$ cat config.mk
export PLATFORM = sky130hd
export DESIGN_NAME = ttf_queue
export DESIGN_NICKNAME = d
export VERILOG_FILES = /design/src/rtl/ttf_pkg.sv /design/src/rtl/ttf_queue.sv
export SDC_FILE = /design/constraint.sdc
export NUM_CORES = 1
export LEC_CHECK = 0
export BUFFER_PORTS_ARGS = -buffer_cell sky130_fd_sc_hd__buf_4
export CAP_MARGIN = 20
export CELL_PAD_IN_SITES_DETAIL_PLACEMENT = 0
export CELL_PAD_IN_SITES_GLOBAL_PLACEMENT = 2
export CORE_MARGIN = 1.5
export CORE_UTILIZATION = 29
export DETAILED_ROUTE_END_ITERATION = 16
export PLACE_DENSITY = 0.64
export REMOVE_ABC_BUFFERS = 1
export SLEW_MARGIN = 20
export SYNTH_ARGS = -nofsm -noshare
export SYNTH_HDL_FRONTEND = slang
export SYNTH_SLANG_ARGS = --single-unit
$ cat constraint.sdc
create_clock -name clk_i -period 27.5 [get_ports clk_i]
set_input_delay 2.75 -clock clk_i [delete_from_list [all_inputs] [get_ports clk_i]]
set_output_delay 2.75 -clock clk_i [all_outputs]
set_load 0.05 [all_outputs]
$ cat src/rtl/ttf_pkg.sv
// Package for the triangle tangent frame block.
// Holds the beat types, the job type passed from front to back, and widths.
// No dependencies.
`timescale 1ns / 1ps

package ttf_pkg;

  // Field and datapath widths.
  localparam int PW      = 16;  // input field width
  localparam int DW      = 17;  // edge and texture delta width
  localparam int PRODW   = 34;  // product of two deltas
  localparam int VW      = 35;  // difference of two products
  localparam int NW      = 30;  // magnitude after range alignment
  localparam int SQW     = 60;  // square of an aligned magnitude
  localparam int SUMW    = 64;  // sum of squares and root iteration
  localparam int LENW    = 31;  // vector length
  localparam int QW      = 15;  // quotient bits of a normalized component
  localparam int NUMW    = 45;  // dividend width
  localparam int OW      = 16;  // output component width
  localparam int ONE_Q14 = 16384;

  // Default depth of the job queue between front and back.
  localparam int JOB_DEPTH = 2;

  // One input vertex.
  typedef struct packed {
    logic signed [PW-1:0] pos_x;
    logic signed [PW-1:0] pos_y;
    logic signed [PW-1:0] pos_z;
    logic signed [PW-1:0] tex_u;
    logic signed [PW-1:0] tex_v;
  } vertex_t;

  // One output corner of a frame.
  typedef struct packed {
    logic signed [OW-1:0] normal_x;
    logic signed [OW-1:0] normal_y;
    logic signed [OW-1:0] normal_z;
    logic signed [OW-1:0] tangent_x;
    logic signed [OW-1:0] tangent_y;
    logic signed [OW-1:0] tangent_z;
    logic signed [OW-1:0] bitangent_x;
    logic signed [OW-1:0] bitangent_y;
    logic signed [OW-1:0] bitangent_z;
    logic                 degenerate;
    logic                 last_corner;
  } frame_t;

  // Edge vectors and texture deltas of one triangle.
  typedef struct packed {
    logic signed [DW-1:0] e0x;
    logic signed [DW-1:0] e0y;
    logic signed [DW-1:0] e0z;
    logic signed [DW-1:0] e1x;
    logic signed [DW-1:0] e1y;
    logic signed [DW-1:0] e1z;
    logic signed [DW-1:0] du0;
    logic signed [DW-1:0] du1;
    logic signed [DW-1:0] dv0;
    logic signed [DW-1:0] dv1;
  } job_t;

endpackage

$ cat src/rtl/ttf_queue.sv
// Short job queue between the front and back ends of the tangent frame block.
// Depends on ttf_pkg.
`timescale 1ns / 1ps

module ttf_queue #(
  parameter int Depth = ttf_pkg::JOB_DEPTH
) (
  input  logic          clk_i,
  input  logic          rst_ni,
  input  logic          push_i,
  input  ttf_pkg::job_t job_i,
  output logic          full_o,
  input  logic          pop_i,
  output logic          valid_o,
  output ttf_pkg::job_t job_o
);
  import ttf_pkg::*;

  localparam int AW = (Depth > 1) ? $clog2(Depth) : 1;
  localparam int CW = $clog2(Depth + 1);

  job_t          mem_q [Depth];
  logic [AW-1:0] wr_q, rd_q;
  logic [CW-1:0] cnt_q;

  assign full_o  = (cnt_q == CW'(Depth));
  assign valid_o = (cnt_q != '0);
  assign job_o   = mem_q[rd_q];

  // Storage.
  always_ff @(posedge clk_i) begin
    if (push_i) begin
      mem_q[wr_q] <= job_i;
    end
  end

  // Pointers and fill count.
  always_ff @(posedge clk_i or negedge rst_ni) begin
    if (!rst_ni) begin
      wr_q  <= '0;
      rd_q  <= '0;
      cnt_q <= '0;
    end else begin
      if (push_i) begin
        wr_q <= (wr_q == AW'(Depth - 1)) ? '0 : wr_q + 1'b1;
      end
      if (pop_i) begin
        rd_q <= (rd_q == AW'(Depth - 1)) ? '0 : rd_q + 1'b1;
      end
      if (push_i && !pop_i) begin
        cnt_q <= cnt_q + 1'b1;
      end else if (pop_i && !push_i) begin
        cnt_q <= cnt_q - 1'b1;
      end
    end
  end

endmodule

* Yosys cells after proc, flatten, opt, wreduce, memory -nomap -nowiden
Memories as Yosys holds them, arrays and structs flattened.
Index checks and enable logic that the tools add are counted.
** Word-level totals
- Memories kept :: 1
- Logic and storage cells :: 21
- Bits in writable memories :: 340
- Register bits after elaboration :: 4
- Output and inout bits :: 172
- Bits of input ports :: 174
** Memory list
- mem_q :: depth 2, width 170, rd ports 1, clocked after memory_dff 0, wr ports 1, RTL line ttf_queue.sv:22 : job_t mem_q [Depth];
** Operators by class
- Muxes and demuxes :: 6
- Equal/unequal tests :: 1
- Add/subtract/negate cells :: 4
- Reductions and logical operators :: 6
** Operators by type and width (number)
- $mux W1 :: 4
- $mux W2 :: 2
- $reduce_bool A2 Y1 :: 2
- $add A1 B1 Y1 const B :: 2
- $add A2 B1 Y2 const B :: 1
- $eq A2 B2 Y1 const B :: 1
- $logic_and A1 B1 Y1 :: 2
- $logic_not A1 Y1 :: 2
- $sub A2 B1 Y2 const B :: 1

* Depth between registers and ports, before layout
- Word-level depth :: 4
- Depth in mapped cells :: 5
- Depth with buffers taken out :: 5

* Least setup slack after synthesis
OpenSTA, ideal clock, no wires.
- Path kind :: in2reg
- Start :: input push_i
- End :: memory mem_q[0][0] in the netlist's numbering, enable pin
- Arrival :: 10.092 ns
- Required time :: 26.777 ns
- Path slack :: 16.685 ns
- Stages :: 1
- Path buffers :: 0
- Path through :: nor2b_1
** Between the ends
- Longest elaborated chain between the ends :: 2
** RTL lines
- start: declaration :: RTL line ttf_queue.sv:10 : input logic push_i,
- $mux W1 :: RTL line ttf_queue.sv:32 : if (push_i) begin
- $mux W1 (implied by the code) :: RTL line ttf_queue.sv:33 : mem_q[wr_q] <= job_i;
- end: declaration :: RTL line ttf_queue.sv:22
No other way between the ends.

==> results.md <==
- Status: finished, final reports clean
- Average size of a mapped cell: 23.5 sq um
- PortBufs: 345
- Fin Setup TNS: 0 ns
- Pwr dens: 124 nW/um^2
- Min Clock Period, post-route: 5.99 ns
- Post-CTS Resized: 0
- Largest area contributor in the netlist: edfxtp_1
- Pwr Total: 2.16 mW
- Grt met2 use: 0.197
- Placed Area: 16000 sq um
- Peak VDD IR: 69.2 uV
- # hold bufs at CTS: 0
- Register area: 10300 sq um
- DRT iter0 DRCs: 256
- Num ports: 346
- Drt drc: 0
- Slew @ Worst Pin: 1.06 ns
- Post-Syn Area: 12800 sq um
- Met3 Use GR: 0.0471
- Num rows: 76
- Design area: 17400 sq um
- Kind of critical path: register to output port
- Post-synth top area share: 0.797
- Req. time, crit path: 24.75 ns
- Initial core utilization: 0.296
- Final nets: 1096
- Leakage: 6.68 nW
- CTS clk-pin slew, worst paths: 0.05 ns
- Wire per inst: 18.4 um
- First-pass DRT Iterations: 4
- CTS tree: done
- Synthesized instance count: 545
- Vias in the first global route: 6697
- ANT nets after route: 0
- CTS HTree Levels: 2
- R2R setup slack: 24.98 ns
- Layout area overhead: 35.4%
- Post-synth EDFFs: 340
- GRT Max-Usage Layer: met2
- Filler instances: 4054
- Rel. slew slack: 0.292
- Global-route wire length before repair: 40000 um
- GRT Overall Usage: 0.119
- Share of cells above drive strength 1: 0.613
- Grt total ovfl: 0
- Slew Limit Fails: 0
- Sink Count: 344
- CP Capture Type: output port
- Die ar.: 45500 sq um
- Vias post-DR: 6375
- Clk Latency, worst-skew pair: 0.54 ns
- Layout Utilization: 0.400
- Unrepaired setup endpoints after global routing: false
- Diodes inserted: 0
- Met1 usage: 0.134
- Crit Path Max Fanout: 58
- Main synth FF type: edfxtp_1
- WL final: 28300 um
- Clock skew: 0.00611 ns
- Core area: 43400 sq um
- Final period util: 0.218
- Number of max-cap violations: 0
- Crit path DAT: 3.24 ns
- Area of the multi-input gates: 2350 sq um
- Die W: 213 um
- TritonCTS Buffers: 41
- RD Place Congestion: 0.697
- Setup bufs post-CTS: 0
- Yosys reg bits: 344
- Startpoint Class: register
- DR vias/cell: 4.15
- Worst hold path type: register to register
- Most frequent cells after synthesis: edfxtp_1 (340), mux2_4 (90), mux2_2 (80)
- Final Hold Vio Count: 0
- DIE HEIGHT: 213 um
- Synth top area cells: edfxtp_1 (80%), mux2_4 (11%), mux2_2 (7.0%)
- Synth warn: 0
- Post-synth ARST share: 0.0116
- Most common cell in the synthesized netlist: edfxtp_1
- Clock tree buffer depth: 3
- Final number of setup-violating endpoints: 0
- Root Driver: clkbuf_16
- Largest net degree at the start of global routing: 68
- Unique cell type count in the Yosys netlist: 14
- Seq/Total Area, Yosys: 0.805
- Fmax: 0.167 GHz
- Initial antenna violation count: 0
-- path summary, 6_finish.rpt --
kind | depth (start not counted) | endpoint | startpoint
worst max-delay path | 3 | job_o[16] | rd_q
max in group asynchronous | 1 | rd_q | rst_ni
worst max register to register | 3 | mem_q[0][151] | wr_q
min in group asynchronous | 1 | rd_q | rst_ni
worst min-delay path | 1 | cnt_q[1] | cnt_q[1]
worst min register to register | 1 | cnt_q[1] | cnt_q[1]
-- kinds of logic after synthesis --
kind of cell               after synthesis  share of synthesized area
buffers and inverters                   20                     0.0131
adders and majority gates                1                   0.000976
muxes                                  170                      0.176
and+or+nand+nor                          5                    0.00225
xor gates and xnor gates                 5                    0.00342
DFF                                    344                      0.805
-- layout make-up --
class                   count  share of cell area
clock buffers              51              0.0613
clock inverters            21              0.0146
inverters                   1            0.000216
multi-input cells         181               0.135
flip-flops and latches    344               0.594
well taps                 585              0.0422
repair buffers            352               0.152
-- worst max-delay path, cell delays in order (launching register included) --
cell and delay [ns]:
dfrtp_4 1.06, buf_4 0.89, mux2_2 0.43, buf_4 0.19
-- metrics by stage --
stage | cells | hold slack, ns | worst slack [ns]
finish | 1535 | 0.495 | 21.51
global route | 1535 | 0.513 | 21.30
CTS | 1535 | 0.498 | 21.34
detailed placement | 1463 | 0.480 | 21.94
global placement | 1463 | 0.486 | 22.00
floorplan | 526 | 0.447 | 16.69
-- report_power, final --
group	leakage, nW	switching, mW	internal (mW)
Clock	0.643	0.202	0.330
Sequential	3.24	0.0432	0.697
Combinational	2.80	0.581	0.307
-- layer usage --
metal,vias up,wire (um)
met4,0,773
met5,-,0
li1,2920,-
met3,52,2570
met1,3192,11000
met2,211,13900
-- sequential cells by signal, summed over array words and instances, names as in the netlist --
name and flops:
mem_q 340, rd_q 1, wr_q 1, cnt_q 2
-- placed cells by master (no fill, tap or decap), types with 3 or more instances in the layout --
master / synthesis / layout
buf_4: 0 / 352
bufinv_16: 0 / 6
clkbuf_1: 0 / 10
clkbuf_16: 0 / 41
clkinv_1: 0 / 6
clkinv_2: 0 / 7
dfrtp_1: 4 / 3
edfxtp_1: 340 / 340
mux2_2: 80 / 80
mux2_4: 90 / 90
xor2_1: 4 / 4
Note: power is estimated with default switching activity, not from simulation.
