`config.mk`:
```
export PLATFORM = sky130hd
export DESIGN_NAME = ttf_front
export DESIGN_NICKNAME = d
export VERILOG_FILES = /design/src/rtl/ttf_pkg.sv /design/src/rtl/ttf_front.sv
export SDC_FILE = /design/constraint.sdc
export NUM_CORES = 1
export LEC_CHECK = 0
export BUFFER_PORTS_ARGS = -buffer_cell sky130_fd_sc_hd__buf_2
export CORE_MARGIN = 2
export CORE_UTILIZATION = 55
export DETAILED_ROUTE_END_ITERATION = 7
export HOLD_SLACK_MARGIN = 0.03
export PLACE_DENSITY = 0.8
export SYNTH_ARGS = -nofsm -noshare
export SYNTH_HDL_FRONTEND = slang
export SYNTH_SLANG_ARGS = --single-unit
```
`constraint.sdc`:
```
create_clock -name clk_i -period 12.24 [get_ports clk_i]
set_clock_uncertainty 0.1 [all_clocks]
set_input_delay 1.224 -clock clk_i [delete_from_list [all_inputs] [get_ports clk_i]]
set_output_delay 1.224 -clock clk_i [all_outputs]
set_load 0.1 [all_outputs]
```
`src/rtl/ttf_pkg.sv`:
```
// Package for the triangle tangent frame block.
// Holds the beat types, the job type passed from front to back, and widths.
// No dependencies.
`timescale 1ns / 1ps

package ttf_pkg;

  // Field and datapath widths.
  localparam int PW      = 16;  // input field width
  localparam int DW      = 17;  // edge and texture delta width
  localparam int PRODW   = 34;  // product of two deltas
  localparam int VW      = 35;  // difference of two products
  localparam int NW      = 30;  // magnitude after range alignment
  localparam int SQW     = 60;  // square of an aligned magnitude
  localparam int SUMW    = 64;  // sum of squares and root iteration
  localparam int LENW    = 31;  // vector length
  localparam int QW      = 15;  // quotient bits of a normalized component
  localparam int NUMW    = 45;  // dividend width
  localparam int OW      = 16;  // output component width
  localparam int ONE_Q14 = 16384;

  // Default depth of the job queue between front and back.
  localparam int JOB_DEPTH = 2;

  // One input vertex.
  typedef struct packed {
    logic signed [PW-1:0] pos_x;
    logic signed [PW-1:0] pos_y;
    logic signed [PW-1:0] pos_z;
    logic signed [PW-1:0] tex_u;
    logic signed [PW-1:0] tex_v;
  } vertex_t;

  // One output corner of a frame.
  typedef struct packed {
    logic signed [OW-1:0] normal_x;
    logic signed [OW-1:0] normal_y;
    logic signed [OW-1:0] normal_z;
    logic signed [OW-1:0] tangent_x;
    logic signed [OW-1:0] tangent_y;
    logic signed [OW-1:0] tangent_z;
    logic signed [OW-1:0] bitangent_x;
    logic signed [OW-1:0] bitangent_y;
    logic signed [OW-1:0] bitangent_z;
    logic                 degenerate;
    logic                 last_corner;
  } frame_t;

  // Edge vectors and texture deltas of one triangle.
  typedef struct packed {
    logic signed [DW-1:0] e0x;
    logic signed [DW-1:0] e0y;
    logic signed [DW-1:0] e0z;
    logic signed [DW-1:0] e1x;
    logic signed [DW-1:0] e1y;
    logic signed [DW-1:0] e1z;
    logic signed [DW-1:0] du0;
    logic signed [DW-1:0] du1;
    logic signed [DW-1:0] dv0;
    logic signed [DW-1:0] dv1;
  } job_t;

endpackage

```
`src/rtl/ttf_front.sv`:
```
// Front end of the triangle tangent frame block: holds the first two corners
// of a triangle and forms edge and texture deltas on the third.
// Depends on ttf_pkg.
`timescale 1ns / 1ps

module ttf_front (
  input  logic            clk_i,
  input  logic            rst_ni,
  input  logic            in_valid_i,
  output logic            in_stall_o,
  input  ttf_pkg::vertex_t in_beat_i,
  output logic            job_push_o,
  output ttf_pkg::job_t   job_o,
  input  logic            job_full_i
);
  import ttf_pkg::*;

  localparam logic [1:0] PH_FIRST  = 2'd0;
  localparam logic [1:0] PH_SECOND = 2'd1;
  localparam logic [1:0] PH_THIRD  = 2'd2;

  logic [1:0] phase_q, phase_d;
  vertex_t    v0_q, v1_q;
  logic       accept;

  // Only the third corner needs room in the queue.
  assign in_stall_o = (phase_q == PH_THIRD) && job_full_i;
  assign accept     = in_valid_i && !in_stall_o;
  assign job_push_o = accept && (phase_q == PH_THIRD);

  // Deltas against the first corner, sign extended by one bit.
  assign job_o.e0x = {v1_q.pos_x[PW-1], v1_q.pos_x} - {v0_q.pos_x[PW-1], v0_q.pos_x};
  assign job_o.e0y = {v1_q.pos_y[PW-1], v1_q.pos_y} - {v0_q.pos_y[PW-1], v0_q.pos_y};
  assign job_o.e0z = {v1_q.pos_z[PW-1], v1_q.pos_z} - {v0_q.pos_z[PW-1], v0_q.pos_z};
  assign job_o.e1x = {in_beat_i.pos_x[PW-1], in_beat_i.pos_x}
                   - {v0_q.pos_x[PW-1], v0_q.pos_x};
  assign job_o.e1y = {in_beat_i.pos_y[PW-1], in_beat_i.pos_y}
                   - {v0_q.pos_y[PW-1], v0_q.pos_y};
  assign job_o.e1z = {in_beat_i.pos_z[PW-1], in_beat_i.pos_z}
                   - {v0_q.pos_z[PW-1], v0_q.pos_z};
  assign job_o.du0 = {v1_q.tex_u[PW-1], v1_q.tex_u} - {v0_q.tex_u[PW-1], v0_q.tex_u};
  assign job_o.du1 = {in_beat_i.tex_u[PW-1], in_beat_i.tex_u}
                   - {v0_q.tex_u[PW-1], v0_q.tex_u};
  assign job_o.dv0 = {v1_q.tex_v[PW-1], v1_q.tex_v} - {v0_q.tex_v[PW-1], v0_q.tex_v};
  assign job_o.dv1 = {in_beat_i.tex_v[PW-1], in_beat_i.tex_v}
                   - {v0_q.tex_v[PW-1], v0_q.tex_v};

  // Corner phase sequencing; the unused code restarts a triangle.
  always_comb begin
    phase_d = phase_q;
    if (accept) begin
      unique case (phase_q)
        PH_SECOND: phase_d = PH_THIRD;
        PH_THIRD:  phase_d = PH_FIRST;
        default:   phase_d = PH_SECOND;
      endcase
    end
  end

  always_ff @(posedge clk_i or negedge rst_ni) begin
    if (!rst_ni) begin
      phase_q <= PH_FIRST;
    end else begin
      phase_q <= phase_d;
    end
  end

  // Held corners.
  always_ff @(posedge clk_i) begin
    if (accept && phase_q == PH_SECOND) begin
      v1_q <= in_beat_i;
    end
    if (accept && phase_q != PH_SECOND && phase_q != PH_THIRD) begin
      v0_q <= in_beat_i;
    end
  end

endmodule

```
### Word-level counts from Yosys, hierarchy flattened

Index checks and enable logic that the tools add are counted.
W data, S select, Z words.

| word-level totals | value |
|---|---|
| bits in read-only memories | 0 |
| register bits | 162 |
| RAM bits | 0 |
| output and inout port bits | 172 |
| bits in latches | 0 |
| memories | 0 |

| cells by class | value |
|---|---|
| shift-type cells | 0 |
| equal/unequal tests | 4 |
| divide/modulo/power cells | 0 |
| $lt $le $gt $ge | 0 |
| multiplexer cells | 1 |
| bitwise operators | 0 |
| $add $sub $neg | 10 |
| reduce and logical (&&, ||, !) cells | 7 |
| multiply operators | 0 |

Operator list:

| cell | number |
|---|---|
| $sub A16 B16 Y17 | 10 |
| $logic_and A1 B1 Y1 | 6 |
| $pmux W2 S2 | 1 |
| $eq A2 B1 Y1 const B | 1 |
| $eq A2 B2 Y1 const B | 1 |
| $ne A2 B1 Y1 const B | 1 |
| $ne A2 B2 Y1 const B | 1 |
| $logic_not A1 Y1 | 1 |

### Longest topological paths before layout

| logic depth | value |
|---|---|
| depth after elaboration | 6 |
| depth in mapped cells | 9 |
| depth with buffers taken out | 9 |

### Worst setup path after synthesis

No wires, ideal clock.

| timing | value |
|---|---|
| path kind | input port to flip-flop |
| start | input in_valid_i |
| end | register v0_q[0] (netlist name), enable pin |
| stages on the path | 1 |
| setup slack | 4.522 ns |
| setup time | 0.633 ns |
| data arrival time | 6.986 ns |
| path through | nor3b_1 |

| on the way | value |
|---|---|
| word-level cells in the longest chain between the ends | 3 |

Ends and longest elaborated chain:

| element | line | RTL |
|---|---|---|
| start, declared | ttf_front.sv:9 | `input logic in_valid_i,` |
| $logic_and A1 B1 Y1 | ttf_front.sv:28 | `assign accept = in_valid_i && !in_stall_o;` |
| $logic_and A1 B1 Y1 (2 in a row) | ttf_front.sv:73 | `if (accept && phase_q != PH_SECOND && phase_q != PH_THIRD) begin` |
| end signal, assigned | ttf_front.sv:74 | `v0_q <= in_beat_i;` |
| end, declared | ttf_front.sv:23 | `vertex_t v0_q, v1_q;` |

No other way between the ends.
A chain may end at the register's enable or synchronous reset.

==> summary.md <==
| Metric | Value |
|---|---|
| Fin crit share | `40.8%` |
| Total Neg Setup Slack | `0 ns` |
| FFs w/ async S/R, synth | `1.23%` |
| Global-route wire length before repair | `50100 um` |
| Flops & latches, synth | `162` |
| Vias in the first global route | `10600` |
| Yosys warning count | `0` |
| CP max FO | `4` |
| Distinct cell type count after synthesis | `76` |
| Core region area | `23500 um^2` |
| Clk buf depth | `2` |
| DP HPWL | `25100 um` |
| Layout cell share with drive strength beyond 1 | `19.0%` |
| Detailed Route Iter0 Violations | `764` |
| Largest net degree at the start of global routing | `59` |
| Post-route DRC | `0` |
| WP data arrival | `3.66 ns` |
| Syn_nets | `1611` |
| Fmax | `200 MHz` |
| Tot GR Track Use | `25.0%` |
| Routability Congestion | `0.943` |
| Standard-cell rows | `56` |
| Nets | `1865` |
| Area Overhead vs Synth | `17.1%` |
| Initial antenna violation count | `1` |
| IO buf count | `255` |
| Ports | `256` |
| Tmin final | `4.99 ns` |
| TritonCTS buffer count | `17` |
| Mapped Cells | `1355` |
| Main flop type after synthesis | `edfxtp_1` |
| Die area | `25200 um^2` |
| First-pass detailed-route iteration total | `5` |
| RSZ-0062 raised after global routing | `no` |
| Clock transition at the registers of the reported paths | `0.07 ns` |
| Vias/cell | `5.82` |
| Avg WL per Cell | `16.5 um` |
| Syn_area_per_cell | `9.71 um^2` |
| Die Wd | `159 um` |
| Worst min path class | `in2async` |
| Antenna Nets Post-Route | `0` |
| Synthesized area | `13200 um^2` |
| Slew Limit Fails | `0` |
| Worst-margin pin slew | `0.816 ns` |
| Status | `complete, no violations` |
| Required @ worst endpoint | `10.92 ns` |
| Most common cell in the netlist | `ha_1` |
| Vias | `11300` |
| Starting Density | `56.0%` |
| CTS sink cnt | `162` |
| GR Overflow Total | `0` |
| CTS Hold Bufs | `0` |
| CTS tree | `done` |
| Part of the Yosys area used for sequential elements | `36.9%` |
| Clock latency on the worst-skew pair | `0.43 ns` |
| Post-CTS Resized | `0` |
| Relative slew slack | `45.6%` |
| Post CTS Setup Buffer Count | `0` |
| Die height | `159 um` |
| Worst setup EP type | `output pin` |
| Root buffer cell | `clkbuf_16` |
| H-Tree Depth | `4` |
| Setup crit start kind | `input pin` |
| Finish-stage setup viols | `0` |
| Largest area contributor in the netlist | `edfxtp_1` |
| Post-synth top area share | `36.5%` |
| Post-synth top cells | `162 x ha_1, 160 x edfxtp_1, 157 x inv_1` |
| MaxCap Viol Count | `0` |
| Worst Setup Path Type | `in2out` |
| Post-synth EDFFs | `160` |
| DRT Wirelength | `32200 um` |
| Endpoints failing hold | `0` |
| Top cells by area, synth | `edfxtp_1 37%, ha_1 15%, xnor2_1 5.1%` |
cell type report:
type	instances	area, um^2
fillers	1886	8070
well taps	319	399
multi-input cells	1013	7610
repair buffers	258	1300
diodes	4	10.0
flip-flops and latches	162	4850
clock buffers	17	425
clock inverters	15	210
inverters	157	589
metrics by stage:
step | instance area (um^2) | utilization [%] | hold slack (ns) | std cells | setup slack (ns)
after floorplan | 13200 | - | 0.431 | 1355 | 4.52
after global placement | 14800 | 62.9 | 0.440 | 1909 | 7.29
after detailed placement | 14800 | 62.9 | 0.492 | 1909 | 7.27
after CTS | 15400 | 65.6 | 0.462 | 1941 | 7.27
after global routing | 15400 | 65.6 | 0.453 | 1941 | 7.08
final | 15400 | 65.6 | 0.468 | 1945 | 7.25
metal layers:
| metal | vias up | share of wire, % | GRT usage [%] |
|---|---|---|---|
| li1 | 5561 | - | - |
| met1 | 5309 | 44 | 32.6 |
| met2 | 390 | 47 | 42.2 |
| met3 | 56 | 6.8 | 4.63 |
| met4 | 0 | 2.3 | 8.19 |
| met5 | - | 0 | 0 |
cell families after synthesis:
kind of cell / after synthesis / share of synthesized area (%)
xor+xnor: 103 / 6.86
simple gates: 326 / 12.8
fa+ha+maj: 172 / 16.9
compound gates: 404 / 20.7
flops: 162 / 36.9
buf+inv: 180 / 5.24
mux: 8 / 0.618
worst max-delay path, cell delays in order:
cell and delay, ns:
buf_2 0.12, ha_1 0.29, nor2b_1 0.14, o31a_1 0.28, o41ai_2 0.47, o21ai_1 0.18, a221oi_1 0.35, xnor2_1 0.16
buf_2 0.44
placed cells by master (no fill, tap or decap), types with 11 or more instances in the layout:
cell type | Yosys | final
buf_2 | 0 | 255
ha_1 | 162 | 162
edfxtp_1 | 160 | 160
inv_1 | 157 | 157
a21oi_1 | 100 | 100
xnor2_1 | 76 | 76
nor2_1 | 74 | 74
o21ai_0 | 69 | 69
nand2_1 | 63 | 63
a21o_1 | 44 | 44
nor2b_1 | 33 | 33
nor3_1 | 33 | 33
o21a_1 | 32 | 32
xor2_1 | 27 | 27
nand3_1 | 25 | 25
nand2b_1 | 22 | 22
a31oi_1 | 17 | 17
clkbuf_16 | 0 | 17
and3_1 | 15 | 15
o31a_1 | 14 | 14
a211oi_1 | 12 | 12
nand4_1 | 11 | 11
o21bai_1 | 11 | 11
worst paths after layout:
kind | from | end | slack [ns] | depth (start not counted)
max in group asynchronous | rst_ni | phase_q[1] | 11.47 | 1
min in group clk_i | phase_q[0] | phase_q[0] | 0.51 | 2
max reg2reg | phase_q[0] | v1_q[44] | 9.50 | 6
min reg2reg | phase_q[0] | phase_q[0] | 0.51 | 2
max | in_beat_i[49] | job_o[100] | 7.25 | 9
min | rst_ni | phase_q[0] | 0.47 | 1
state kept, by name (all words and copies together), names as in the netlist:
signal	cells
phase_q	2
v1_q	80
v0_q	80
Power is not shown: default switching activity piles up to over one toggle a cycle in this logic, so the estimate is an artifact.
